--- config.mk ---
export PLATFORM = sky130hd
export DESIGN_NAME = model_primitive_packet_decoder_flat
export DESIGN_NICKNAME = d
export VERILOG_FILES = /design/src/sv/pmd_pkg.sv /design/src/sv/pmd_word_if.sv /design/src/sv/pmd_corner_if.sv /design/src/sv/pmd_front.sv /design/src/sv/pmd_fifo.sv /design/src/sv/pmd_back.sv /design/src/sv/model_primitive_packet_decoder.sv /design/src/flat_wrapper.sv
export SDC_FILE = /design/constraint.sdc
export NUM_CORES = 1
export LEC_CHECK = 0
export BUFFER_PORTS_ARGS = -buffer_cell sky130_fd_sc_hd__buf_2
export CAP_MARGIN = 20
export CORE_MARGIN = 8
export CORE_UTILIZATION = 35
export CTS_CLUSTER_DIAMETER = 100
export DETAILED_ROUTE_END_ITERATION = 6
export HOLD_SLACK_MARGIN = 0.06
export PLACE_DENSITY = 0.5
export SETUP_SLACK_MARGIN = 0.4
export SYNTH_ARGS = -nofsm -noshare
export SYNTH_HDL_FRONTEND = slang
export SYNTH_SLANG_ARGS = --single-unit
--- constraint.sdc ---
create_clock -name clk_i -period 21.1 [get_ports clk_i]
set_clock_uncertainty 0.1 [all_clocks]
set_input_delay 4.22 -clock clk_i [delete_from_list [all_inputs] [get_ports clk_i]]
set_output_delay 4.22 -clock clk_i [all_outputs]
set_load 0.1 [all_outputs]
--- src/sv/pmd_pkg.sv ---
// Package for the primitive packet decoder: layout table, descriptor type, codes.
// No dependencies.
package pmd_pkg;

  localparam logic [7:0]  KeyMask    = 8'hFD;
  localparam logic [31:0] FixedColor = 32'h0080_8080;
  localparam int unsigned Corners    = 4;

  typedef enum logic [1:0] {
    COL_FIXED  = 2'd0,
    COL_SINGLE = 2'd1,
    COL_PER    = 2'd2
  } col_kind_e;

  typedef struct packed {
    logic      hit;
    logic      tex;
    logic      quad;
    col_kind_e col_kind;
    logic [5:0] col_off;
    logic [5:0] vtx_off;
    logic [2:0] vtx_stride;
  } layout_t;

  // packet descriptor handed from front to back
  typedef struct packed {
    logic        skip;
    logic        tex;
    logic        quad;
    logic        col_fixed;
    logic [7:0]  mode;
    logic [Corners-1:0][15:0] vtx;
    logic [Corners-1:0][7:0]  tu;
    logic [Corners-1:0][7:0]  tv;
    logic [Corners-1:0][31:0] col;
    logic [15:0] pal;
    logic [15:0] page;
  } desc_t;

  function automatic layout_t lay(input logic [7:0] len_exp, input logic [7:0] len,
                                  input logic tex, input logic quad, input col_kind_e ck,
                                  input logic [5:0] coff, input logic [5:0] voff,
                                  input logic [2:0] vstr);
    layout_t l;
    l.hit        = (len == len_exp);
    l.tex        = tex;
    l.quad       = quad;
    l.col_kind   = ck;
    l.col_off    = coff;
    l.vtx_off    = voff;
    l.vtx_stride = vstr;
    return l;
  endfunction

  function automatic layout_t pmd_lookup(input logic [7:0] key, input logic [7:0] len);
    layout_t l;
    l = '0;
    case (key)
      8'h20: l = lay(8'd3,  len, 1'b0, 1'b0, COL_SINGLE, 6'd0,  6'd6,  3'd2);
      8'h21: l = lay(8'd3,  len, 1'b0, 1'b0, COL_SINGLE, 6'd0,  6'd4,  3'd2);
      8'h28: l = lay(8'd4,  len, 1'b0, 1'b1, COL_SINGLE, 6'd0,  6'd6,  3'd2);
      8'h29: l = lay(8'd3,  len, 1'b0, 1'b1, COL_SINGLE, 6'd0,  6'd4,  3'd2);
      8'h24: l = lay(8'd5,  len, 1'b1, 1'b0, COL_FIXED,  6'd0,  6'd14, 3'd2);
      8'h25: l = lay(8'd6,  len, 1'b1, 1'b0, COL_SINGLE, 6'd12, 6'd16, 3'd2);
      8'h2C: l = lay(8'd7,  len, 1'b1, 1'b1, COL_FIXED,  6'd0,  6'd18, 3'd2);
      8'h2D: l = lay(8'd7,  len, 1'b1, 1'b1, COL_SINGLE, 6'd16, 6'd20, 3'd2);
      8'h30: l = lay(8'd4,  len, 1'b0, 1'b0, COL_SINGLE, 6'd0,  6'd6,  3'd4);
      8'h31: l = lay(8'd5,  len, 1'b0, 1'b0, COL_PER,    6'd0,  6'd12, 3'd2);
      8'h34: l = lay(8'd6,  len, 1'b1, 1'b0, COL_FIXED,  6'd0,  6'd14, 3'd4);
      8'h35: l = lay(8'd8,  len, 1'b1, 1'b0, COL_PER,    6'd12, 6'd24, 3'd2);
      8'h38: l = lay(8'd5,  len, 1'b0, 1'b1, COL_SINGLE, 6'd0,  6'd6,  3'd4);
      8'h39: l = lay(8'd6,  len, 1'b0, 1'b1, COL_PER,    6'd0,  6'd16, 3'd2);
      8'h3C: l = lay(8'd8,  len, 1'b1, 1'b1, COL_FIXED,  6'd0,  6'd18, 3'd4);
      8'h3D: l = lay(8'd10, len, 1'b1, 1'b1, COL_PER,    6'd16, 6'd32, 3'd2);
      default: l = '0;
    endcase
    return l;
  endfunction

endpackage

--- src/sv/pmd_word_if.sv ---
// Request channel carrying packet words.
// No dependencies.
interface pmd_word_if;
  logic        valid;
  logic        ready;
  logic [31:0] packet_word;
  modport source (output valid, output packet_word, input ready);
  modport sink (input valid, input packet_word, output ready);
endinterface

--- src/sv/pmd_corner_if.sv ---
// Request channel carrying decoded corner results.
// No dependencies.
interface pmd_corner_if;
  logic        valid;
  logic        ready;
  logic [15:0] vertex_index;
  logic [7:0]  tex_u;
  logic [7:0]  tex_v;
  logic [31:0] corner_color;
  logic [9:0]  palette_x;
  logic [8:0]  palette_y;
  logic [1:0]  blend_mode;
  logic [1:0]  texture_depth;
  logic [3:0]  prim_flags;
  logic [7:0]  packet_mode;
  logic        status;
  logic        last;
  modport source (output valid, output vertex_index, output tex_u, output tex_v,
                  output corner_color, output palette_x, output palette_y,
                  output blend_mode, output texture_depth, output prim_flags,
                  output packet_mode, output status, output last, input ready);
  modport sink (input valid, input vertex_index, input tex_u, input tex_v,
                input corner_color, input palette_x, input palette_y,
                input blend_mode, input texture_depth, input prim_flags,
                input packet_mode, input status, input last, output ready);
endinterface

--- src/sv/pmd_front.sv ---
// Front end: parses headers, captures body fields per corner lane, builds descriptors.
// Depends on pmd_pkg.
module pmd_front import pmd_pkg::*; (
  input  logic        clk_i,
  input  logic        rst_ni,
  input  logic        valid_i,
  input  logic [31:0] word_i,
  output logic        ready_o,
  input  logic        full_i,
  output logic        push_o,
  output desc_t       desc_o
);

  logic       in_body_q, in_body_d;
  logic [7:0] seen_q, seen_d;
  logic [7:0] len_q, mode_q;
  layout_t    lay_q, lay_hdr, lay_sel;
  logic [Corners-1:0][15:0] vtx_q, vtx_d;
  logic [Corners-1:0][7:0]  tu_q, tu_d, tv_q, tv_d;
  logic [Corners-1:0][31:0] col_q, col_d;
  logic [15:0] pal_q, pal_d, page_q, page_d;
  logic        acc, done;
  logic [7:0]  seen_inc;
  logic [5:0]  vb;
  logic [3:0]  cw;

  assign ready_o  = !full_i;
  assign acc      = valid_i && ready_o;
  assign lay_hdr  = pmd_lookup(word_i[31:24] & KeyMask, word_i[15:8]);
  assign seen_inc = seen_q + 8'd1;

  always_comb begin
    vtx_d  = vtx_q;
    tu_d   = tu_q;
    tv_d   = tv_q;
    col_d  = col_q;
    pal_d  = pal_q;
    page_d = page_q;
    vb     = '0;
    cw     = '0;
    if (acc && in_body_q) begin
      for (int i = 0; i < Corners; i++) begin
        vb = lay_q.vtx_off + 6'(lay_q.vtx_stride * i);
        if (seen_q == {4'd0, vb[5:2]}) begin
          vtx_d[i] = vb[1] ? word_i[31:16] : word_i[15:0];
        end
        if (seen_q == 8'(i)) begin
          tu_d[i] = word_i[7:0];
          tv_d[i] = word_i[15:8];
        end
        cw = lay_q.col_off[5:2] + ((lay_q.col_kind == COL_PER) ? 4'(i) : 4'd0);
        if (seen_q == {4'd0, cw}) begin
          col_d[i] = word_i;
        end
      end
      if (seen_q == 8'd0) pal_d = word_i[31:16];
      if (seen_q == 8'd1) page_d = word_i[31:16];
    end
  end

  always_comb begin
    in_body_d = in_body_q;
    seen_d    = seen_q;
    done      = 1'b0;
    if (acc) begin
      if (!in_body_q) begin
        seen_d    = '0;
        in_body_d = (word_i[15:8] != 8'd0);
        done      = (word_i[15:8] == 8'd0);
      end else begin
        seen_d = seen_inc;
        if (seen_inc == len_q) begin
          in_body_d = 1'b0;
          done      = 1'b1;
        end
      end
    end
  end

  always_comb begin
    lay_sel          = in_body_q ? lay_q : lay_hdr;
    desc_o.skip      = !lay_sel.hit;
    desc_o.tex       = lay_sel.tex;
    desc_o.quad      = lay_sel.quad;
    desc_o.col_fixed = (lay_sel.col_kind == COL_FIXED);
    desc_o.mode      = in_body_q ? mode_q : word_i[31:24];
    desc_o.vtx       = vtx_d;
    desc_o.tu        = lay_sel.tex ? tu_d : '0;
    desc_o.tv        = lay_sel.tex ? tv_d : '0;
    desc_o.col       = col_d;
    desc_o.pal       = lay_sel.tex ? pal_d : '0;
    desc_o.page      = lay_sel.tex ? page_d : '0;
  end

  assign push_o = done;

  always_ff @(posedge clk_i or negedge rst_ni) begin
    if (!rst_ni) begin
      in_body_q <= 1'b0;
      seen_q    <= '0;
    end else begin
      in_body_q <= in_body_d;
      seen_q    <= seen_d;
    end
  end

  always_ff @(posedge clk_i) begin
    vtx_q  <= vtx_d;
    tu_q   <= tu_d;
    tv_q   <= tv_d;
    col_q  <= col_d;
    pal_q  <= pal_d;
    page_q <= page_d;
    if (acc && !in_body_q) begin
      len_q  <= word_i[15:8];
      mode_q <= word_i[31:24];
      lay_q  <= lay_hdr;
    end
  end

  assert property (@(posedge clk_i) disable iff (!rst_ni)
    (acc && !in_body_q && word_i[15:8] != 8'd0) |=> (in_body_q && seen_q == 8'd0))
    else $error("header did not open body");

endmodule

--- src/sv/pmd_fifo.sv ---
// Two-entry descriptor queue between front and back.
// Depends on pmd_pkg.
module pmd_fifo import pmd_pkg::*; (
  input  logic  clk_i,
  input  logic  rst_ni,
  input  logic  push_i,
  input  desc_t data_i,
  output logic  full_o,
  input  logic  pop_i,
  output logic  empty_o,
  output desc_t data_o
);

  desc_t      mem_q [2];
  logic       wr_q, rd_q;
  logic [1:0] cnt_q;

  assign full_o  = (cnt_q == 2'd2);
  assign empty_o = (cnt_q == 2'd0);
  assign data_o  = mem_q[rd_q];

  always_ff @(posedge clk_i or negedge rst_ni) begin
    if (!rst_ni) begin
      wr_q  <= 1'b0;
      rd_q  <= 1'b0;
      cnt_q <= '0;
    end else begin
      if (push_i) wr_q <= !wr_q;
      if (pop_i) rd_q <= !rd_q;
      cnt_q <= cnt_q + {1'b0, push_i} - {1'b0, pop_i};
    end
  end

  always_ff @(posedge clk_i) begin
    if (push_i) mem_q[wr_q] <= data_i;
  end

  assert property (@(posedge clk_i) disable iff (!rst_ni) !(push_i && full_o))
    else $error("push into full queue");
  assert property (@(posedge clk_i) disable iff (!rst_ni) !(pop_i && empty_o))
    else $error("pop from empty queue");

endmodule

--- src/sv/pmd_back.sv ---
// Back end: walks the corners of each descriptor into a registered output.
// Depends on pmd_pkg.
module pmd_back import pmd_pkg::*; (
  input  logic  clk_i,
  input  logic  rst_ni,
  input  logic  empty_i,
  input  desc_t desc_i,
  output logic  pop_o,
  pmd_corner_if.source out_if
);

  logic [1:0] corner_q;
  logic       valid_q, load, last;
  logic [15:0] vtx_q;
  logic [7:0]  tu_q, tv_q, mode_q;
  logic [31:0] col_q;
  logic [9:0]  px_q;
  logic [8:0]  py_q;
  logic [1:0]  bl_q, dp_q;
  logic [3:0]  fl_q;
  logic        st_q, last_q;

  assign load  = !empty_i && (!valid_q || out_if.ready);
  assign last  = desc_i.skip || (corner_q == (desc_i.quad ? 2'd3 : 2'd2));
  assign pop_o = load && last;

  always_ff @(posedge clk_i or negedge rst_ni) begin
    if (!rst_ni) begin
      valid_q  <= 1'b0;
      corner_q <= '0;
    end else begin
      if (load) valid_q <= 1'b1;
      else if (out_if.ready) valid_q <= 1'b0;
      if (load) corner_q <= last ? 2'd0 : corner_q + 2'd1;
    end
  end

  always_ff @(posedge clk_i) begin
    if (load) begin
      mode_q <= desc_i.mode;
      st_q   <= desc_i.skip;
      last_q <= last;
      if (desc_i.skip) begin
        vtx_q <= '0; tu_q <= '0; tv_q <= '0; col_q <= '0;
        px_q  <= '0; py_q <= '0; bl_q <= '0; dp_q <= '0; fl_q <= '0;
      end else begin
        vtx_q <= desc_i.vtx[corner_q];
        tu_q  <= desc_i.tu[corner_q];
        tv_q  <= desc_i.tv[corner_q];
        col_q <= desc_i.col_fixed ? FixedColor : desc_i.col[corner_q];
        px_q  <= {desc_i.pal[5:0], 4'd0};
        py_q  <= desc_i.pal[14:6];
        bl_q  <= desc_i.page[6:5];
        dp_q  <= desc_i.page[8:7];
        fl_q  <= {desc_i.mode[0], desc_i.mode[1], desc_i.quad, desc_i.tex};
      end
    end
  end

  assign out_if.valid         = valid_q;
  assign out_if.vertex_index  = vtx_q;
  assign out_if.tex_u         = tu_q;
  assign out_if.tex_v         = tv_q;
  assign out_if.corner_color  = col_q;
  assign out_if.palette_x     = px_q;
  assign out_if.palette_y     = py_q;
  assign out_if.blend_mode    = bl_q;
  assign out_if.texture_depth = dp_q;
  assign out_if.prim_flags    = fl_q;
  assign out_if.packet_mode   = mode_q;
  assign out_if.status        = st_q;
  assign out_if.last          = last_q;

  assert property (@(posedge clk_i) disable iff (!rst_ni)
    (valid_q && st_q) |-> last_q)
    else $error("skip request without last");
  assert property (@(posedge clk_i) disable iff (!rst_ni)
    (load && desc_i.skip) |-> (corner_q == 2'd0))
    else $error("skip descriptor mid-packet");

endmodule

--- src/sv/model_primitive_packet_decoder.sv ---
// Primitive packet decoder top: front parser, descriptor queue, corner emitter.
// A packet's descriptor goes into the queue, then into the output register.
// Throughput: one word in and one corner request out per cycle, the latter while
// out_if.ready holds; the input stalls only while both queue entries hold packets
// the back end has not finished.
// Reset clears parser state, queue and output valid; payload is not reset.
module model_primitive_packet_decoder import pmd_pkg::*; (
  input  logic clk_i,
  input  logic rst_ni,
  pmd_word_if.sink     in_if,
  pmd_corner_if.source out_if
);

  logic  full, empty, push, pop;
  desc_t desc_in, desc_out;

  pmd_front u_front (
    .clk_i   (clk_i),
    .rst_ni  (rst_ni),
    .valid_i (in_if.valid),
    .word_i  (in_if.packet_word),
    .ready_o (in_if.ready),
    .full_i  (full),
    .push_o  (push),
    .desc_o  (desc_in)
  );

  pmd_fifo u_fifo (
    .clk_i   (clk_i),
    .rst_ni  (rst_ni),
    .push_i  (push),
    .data_i  (desc_in),
    .full_o  (full),
    .pop_i   (pop),
    .empty_o (empty),
    .data_o  (desc_out)
  );

  pmd_back u_back (
    .clk_i   (clk_i),
    .rst_ni  (rst_ni),
    .empty_i (empty),
    .desc_i  (desc_out),
    .pop_o   (pop),
    .out_if  (out_if)
  );

endmodule
--- src/flat_wrapper.sv ---
// flat-port wrapper written by rule: the top's interface ports become plain ports
module model_primitive_packet_decoder_flat import pmd_pkg::*;
  (clk_i, rst_ni, in_if_valid, in_if_packet_word, in_if_ready, out_if_valid, out_if_vertex_index, out_if_tex_u, out_if_tex_v, out_if_corner_color, out_if_palette_x, out_if_palette_y, out_if_blend_mode, out_if_texture_depth, out_if_prim_flags, out_if_packet_mode, out_if_status, out_if_last, out_if_ready);
  pmd_word_if in_if_i ();
  pmd_corner_if out_if_i ();
  input  logic clk_i;
  input  logic rst_ni;
  input wire logic [$bits(in_if_i.valid)-1:0] in_if_valid;
  input wire logic [$bits(in_if_i.packet_word)-1:0] in_if_packet_word;
  output wire logic [$bits(in_if_i.ready)-1:0] in_if_ready;
  output wire logic [$bits(out_if_i.valid)-1:0] out_if_valid;
  output wire logic [$bits(out_if_i.vertex_index)-1:0] out_if_vertex_index;
  output wire logic [$bits(out_if_i.tex_u)-1:0] out_if_tex_u;
  output wire logic [$bits(out_if_i.tex_v)-1:0] out_if_tex_v;
  output wire logic [$bits(out_if_i.corner_color)-1:0] out_if_corner_color;
  output wire logic [$bits(out_if_i.palette_x)-1:0] out_if_palette_x;
  output wire logic [$bits(out_if_i.palette_y)-1:0] out_if_palette_y;
  output wire logic [$bits(out_if_i.blend_mode)-1:0] out_if_blend_mode;
  output wire logic [$bits(out_if_i.texture_depth)-1:0] out_if_texture_depth;
  output wire logic [$bits(out_if_i.prim_flags)-1:0] out_if_prim_flags;
  output wire logic [$bits(out_if_i.packet_mode)-1:0] out_if_packet_mode;
  output wire logic [$bits(out_if_i.status)-1:0] out_if_status;
  output wire logic [$bits(out_if_i.last)-1:0] out_if_last;
  input wire logic [$bits(out_if_i.ready)-1:0] out_if_ready;
  assign in_if_i.valid = in_if_valid;
  assign in_if_i.packet_word = in_if_packet_word;
  assign in_if_ready = in_if_i.ready;
  assign out_if_valid = out_if_i.valid;
  assign out_if_vertex_index = out_if_i.vertex_index;
  assign out_if_tex_u = out_if_i.tex_u;
  assign out_if_tex_v = out_if_i.tex_v;
  assign out_if_corner_color = out_if_i.corner_color;
  assign out_if_palette_x = out_if_i.palette_x;
  assign out_if_palette_y = out_if_i.palette_y;
  assign out_if_blend_mode = out_if_i.blend_mode;
  assign out_if_texture_depth = out_if_i.texture_depth;
  assign out_if_prim_flags = out_if_i.prim_flags;
  assign out_if_packet_mode = out_if_i.packet_mode;
  assign out_if_status = out_if_i.status;
  assign out_if_last = out_if_i.last;
  assign out_if_i.ready = out_if_ready;
  model_primitive_packet_decoder u_core (.clk_i(clk_i), .rst_ni(rst_ni), .in_if(in_if_i), .out_if(out_if_i));
endmodule
==> results.sh <==
export IMPL_status="finished clean"
export IMPL_dpl_cell_area_um2=39700
export IMPL_synth_edf_count=701
export IMPL_nNetsFinal=2359
export IMPL_dieArea_um2=118000
export IMPL_fin_crit_sh=0.377
export IMPL_synth_distinct_cells=58
export IMPL_stdcell_area_um2=43200
export IMPL_crit_path_end="u_core.u_fifo.mem_q[0][141]"
export IMPL_rsz0062_at_grt="false"
export IMPL_max_stage_delay_ps=890
export IMPL_fmax_mhz=126
export IMPL_synth_top_cell_by_area="edfxtp_1"
export IMPL_drt_total_wl_mm=87.7
export IMPL_dp_worst_setup_slack_ps=12370
export IMPL_ys_ff_latch=992
export IMPL_cts_root_buf="clkbuf_16"
export IMPL_core_um2=107000
export IMPL_die_w_um=343
export IMPL_vias_per_cell=4.88
export IMPL_whs_ps=357
export IMPL_end_kind="flop"
export IMPL_yosys_top_cells_count="701 x edfxtp_1, 275 x dfxtp_1, 200 x mux2_2"
export IMPL_start_util=0.351
export IMPL_rows=120
export IMPL_p_sw_frac=0.332
export IMPL_required_ps=21270
export IMPL_drive_gt1_frac=0.295
export IMPL_start_kind="primary input"
export IMPL_grt_pass1_wl_mm=131
export IMPL_vdd_drop_max_mv=0.0599
export IMPL_place_inst=3600
export IMPL_synth_cells=2166
export IMPL_drv_cap=0
export IMPL_tightest_slew_ps=1100
export IMPL_vias=18507
export IMPL_post_drt_wl_per_cell_um=23.1
export IMPL_slew_headroom=0.265
export IMPL_gp_congestion=0.794
export IMPL_worst_r2r_endpoint="u_core.u_fifo.mem_q[0][141]"
export IMPL_post_route_util=0.406
export IMPL_period_needed_ps=7960
export IMPL_worst_hold_path_type="reg -> reg"
export IMPL_setup_viol=0
export IMPL_arrival_ps=8130
export IMPL_fin_setup_tns_ps=0
export IMPL_worstPathMaxFanout=67
export IMPL_postCtsSetupBuffers=0
export IMPL_hold_viol_final=0
export IMPL_htreeDepth=3
export IMPL_grt_max_degree=135
export IMPL_seq_area_frac_synth=0.719
export IMPL_dieHeight_um=343
export IMPL_grt_use_total=0.148
export IMPL_crit_chain="buf_2 > or4_1 > nor2_1 > a32oi_1 > nor2_4 > buf_4 > buf_4"
export IMPL_crit_type="in -> reg"
export IMPL_clock_path_buffers=3
export IMPL_switching_power_mw=2.13
export IMPL_fin_ws_ps=13140
export IMPL_grt_pass1_vias=19852
export IMPL_numCtsBuffers=102
export IMPL_dp_hpwl_mm=51.5
export IMPL_synth_top_area_frac=0.562
export IMPL_drc=0
export IMPL_critPathLaunch="in_if_packet_word[15]"
export IMPL_synth_avg_cell_area_um2=17.3
export IMPL_syn_area_um2=37500
export IMPL_p_per_area_nw_per_um2=148
export IMPL_pwr_share_clk=0.292
export IMPL_async_reset_ff_frac=0.0161
export IMPL_syn2layout_area_growth_pct=15.4
export IMPL_leakage_nw=15.4
export IMPL_p_comb_frac=0.279
export IMPL_antenna_found_initial=7
export IMPL_synthMostInstantiatedCell="edfxtp_1"
export IMPL_internal_power_mw=4.28
export IMPL_cts_hold_buf=0
export IMPL_num_io_pins=139
export IMPL_synth_area_leaders="edfxtp_1 56%, dfxtp_1 15%, mux4_2 7.7%, mux2_2 6.0%, mux2i_1 3.6%"
export IMPL_ant_nets=0
export IMPL_r2r_start="u_core.u_front.seen_q[1]"
export IMPL_clk_latency_ps=650
export IMPL_drtPass1Iterations=5
export IMPL_ctsResizeCount=0
export IMPL_path_common_cell="buf_4"
export IMPL_io_buffers=134
export IMPL_cts_sinks=992
export IMPL_r2r_slack_ps=15390
export IMPL_synth_flop_cell="edfxtp_1"
export IMPL_power_mw=6.41
export IMPL_path_clk_slew_ps=60
export IMPL_pwr_share_seq=0.429
export IMPL_fin_cells=3792
export IMPL_overflow=0
export IMPL_cts_tree="built"
export IMPL_n_antenna_cell=0
export IMPL_finalMaxSlewViolations=0
export IMPL_r2r_cells=9
export IMPL_yosysWarnings=0
export IMPL_fillCellCount=9592
export IMPL_drt_iter0_markers=1177
export IMPL_crit_path_top_delay_cell="buf_4"
export IMPL_min_from="u_core.u_front.pal_q[8]"
layer usage:
metal  vias to the layer above  share of wire  track usage
li1                       8421              -            -
met1                      9651           0.44        0.191
met2                       323           0.50        0.255
met3                       112          0.041       0.0258
met4                         0          0.020       0.0408
met5                         -              0            0
sequential cells by signal, summed over array words and instances (netlist names), 9 cells and up:
signal	count
u_core.u_back.out_if.corner_color	32
u_core.u_back.out_if.palette_y	9
u_core.u_back.out_if.vertex_index	16
u_core.u_fifo.mem_q	574
u_core.u_front.col_q	128
u_core.u_front.lay_q	14
u_core.u_front.pal_q	15
u_core.u_front.tu_q	32
u_core.u_front.tv_q	32
u_core.u_front.vtx_q	64
worst max-delay path, delay by kind of cell:
family	cells	cell delay, ps
buffers and inverters	3	1940
and+or+nand+nor	3	1550
AOI/OAI and AO/OA	1	300
worst min-delay path by stage:
stage	end	slack, ps	depth (start not counted)
floorplan	u_core.u_front.pal_q[8]	330	1
global placement	u_core.u_front.pal_q[8]	350	1
detailed placement	u_core.u_front.pal_q[8]	350	1
CTS	u_core.u_front.pal_q[8]	360	1
global route	u_core.u_front.tv_q[3]	380	1
finish	u_core.u_front.pal_q[8]	360	1
placed cells by master (no fill, tap or decap), types with 4 or more instances in the layout:
cell type,Yosys,routed
buf_4,5,33
dfrtp_1,16,13
buf_2,16,134
conb_1,1,4
nand4_1,7,7
xor2_1,18,18
bufinv_16,0,11
clkinvlp_4,0,6
inv_1,35,33
and2_1,85,85
dfxtp_1,275,275
clkinv_2,0,24
nor2_1,132,129
xnor2_1,26,26
a21o_1,6,6
nand2_1,49,47
o21ai_0,39,39
mux4_2,128,128
clkinv_1,0,6
mux2_4,20,21
a21oi_1,47,47
clkbuf_8,0,14
clkbuf_1,94,17
nor3_1,16,15
edfxtp_1,701,701
nand3_1,10,10
mux2_2,200,199
fa_1,4,4
clkbuf_16,0,109
ha_1,18,18
nand2b_1,6,6
mux2i_1,133,133
nor2b_1,8,7
power groups by stage:
stage,logic (mW),registers (mW),clock network (mW)
3_3_place_gp,1.78,2.78,0
2_1_floorplan,0.866,3.32,0
4_1_cts,1.82,2.76,1.93
6_report,1.79,2.75,1.87
3_5_place_dp,1.81,2.80,0
5_1_grt,1.91,2.79,2.00
area by class of cell:
cell class                      instances  area [um^2]  share of cell area
Sequential cell                       992        27000               0.624
Clock buffer                          140         2980              0.0690
Timing Repair Buffer                  169          966              0.0223
Inverter                               35          135             0.00313
Clock inverter                         52          594              0.0137
Multi-Input combinational cell       1001         9840               0.228
Tap cell                             1403         1760              0.0406
cells by family after synthesis:
family          synth area share
compound gates            0.0170
xor+xnor                  0.0103
fa+ha+maj                0.00815
buf+inv                   0.0195
flops                      0.719
mux                        0.181
other cells             0.000100
simple gates              0.0443
Power figures use the tool's default switching activity.
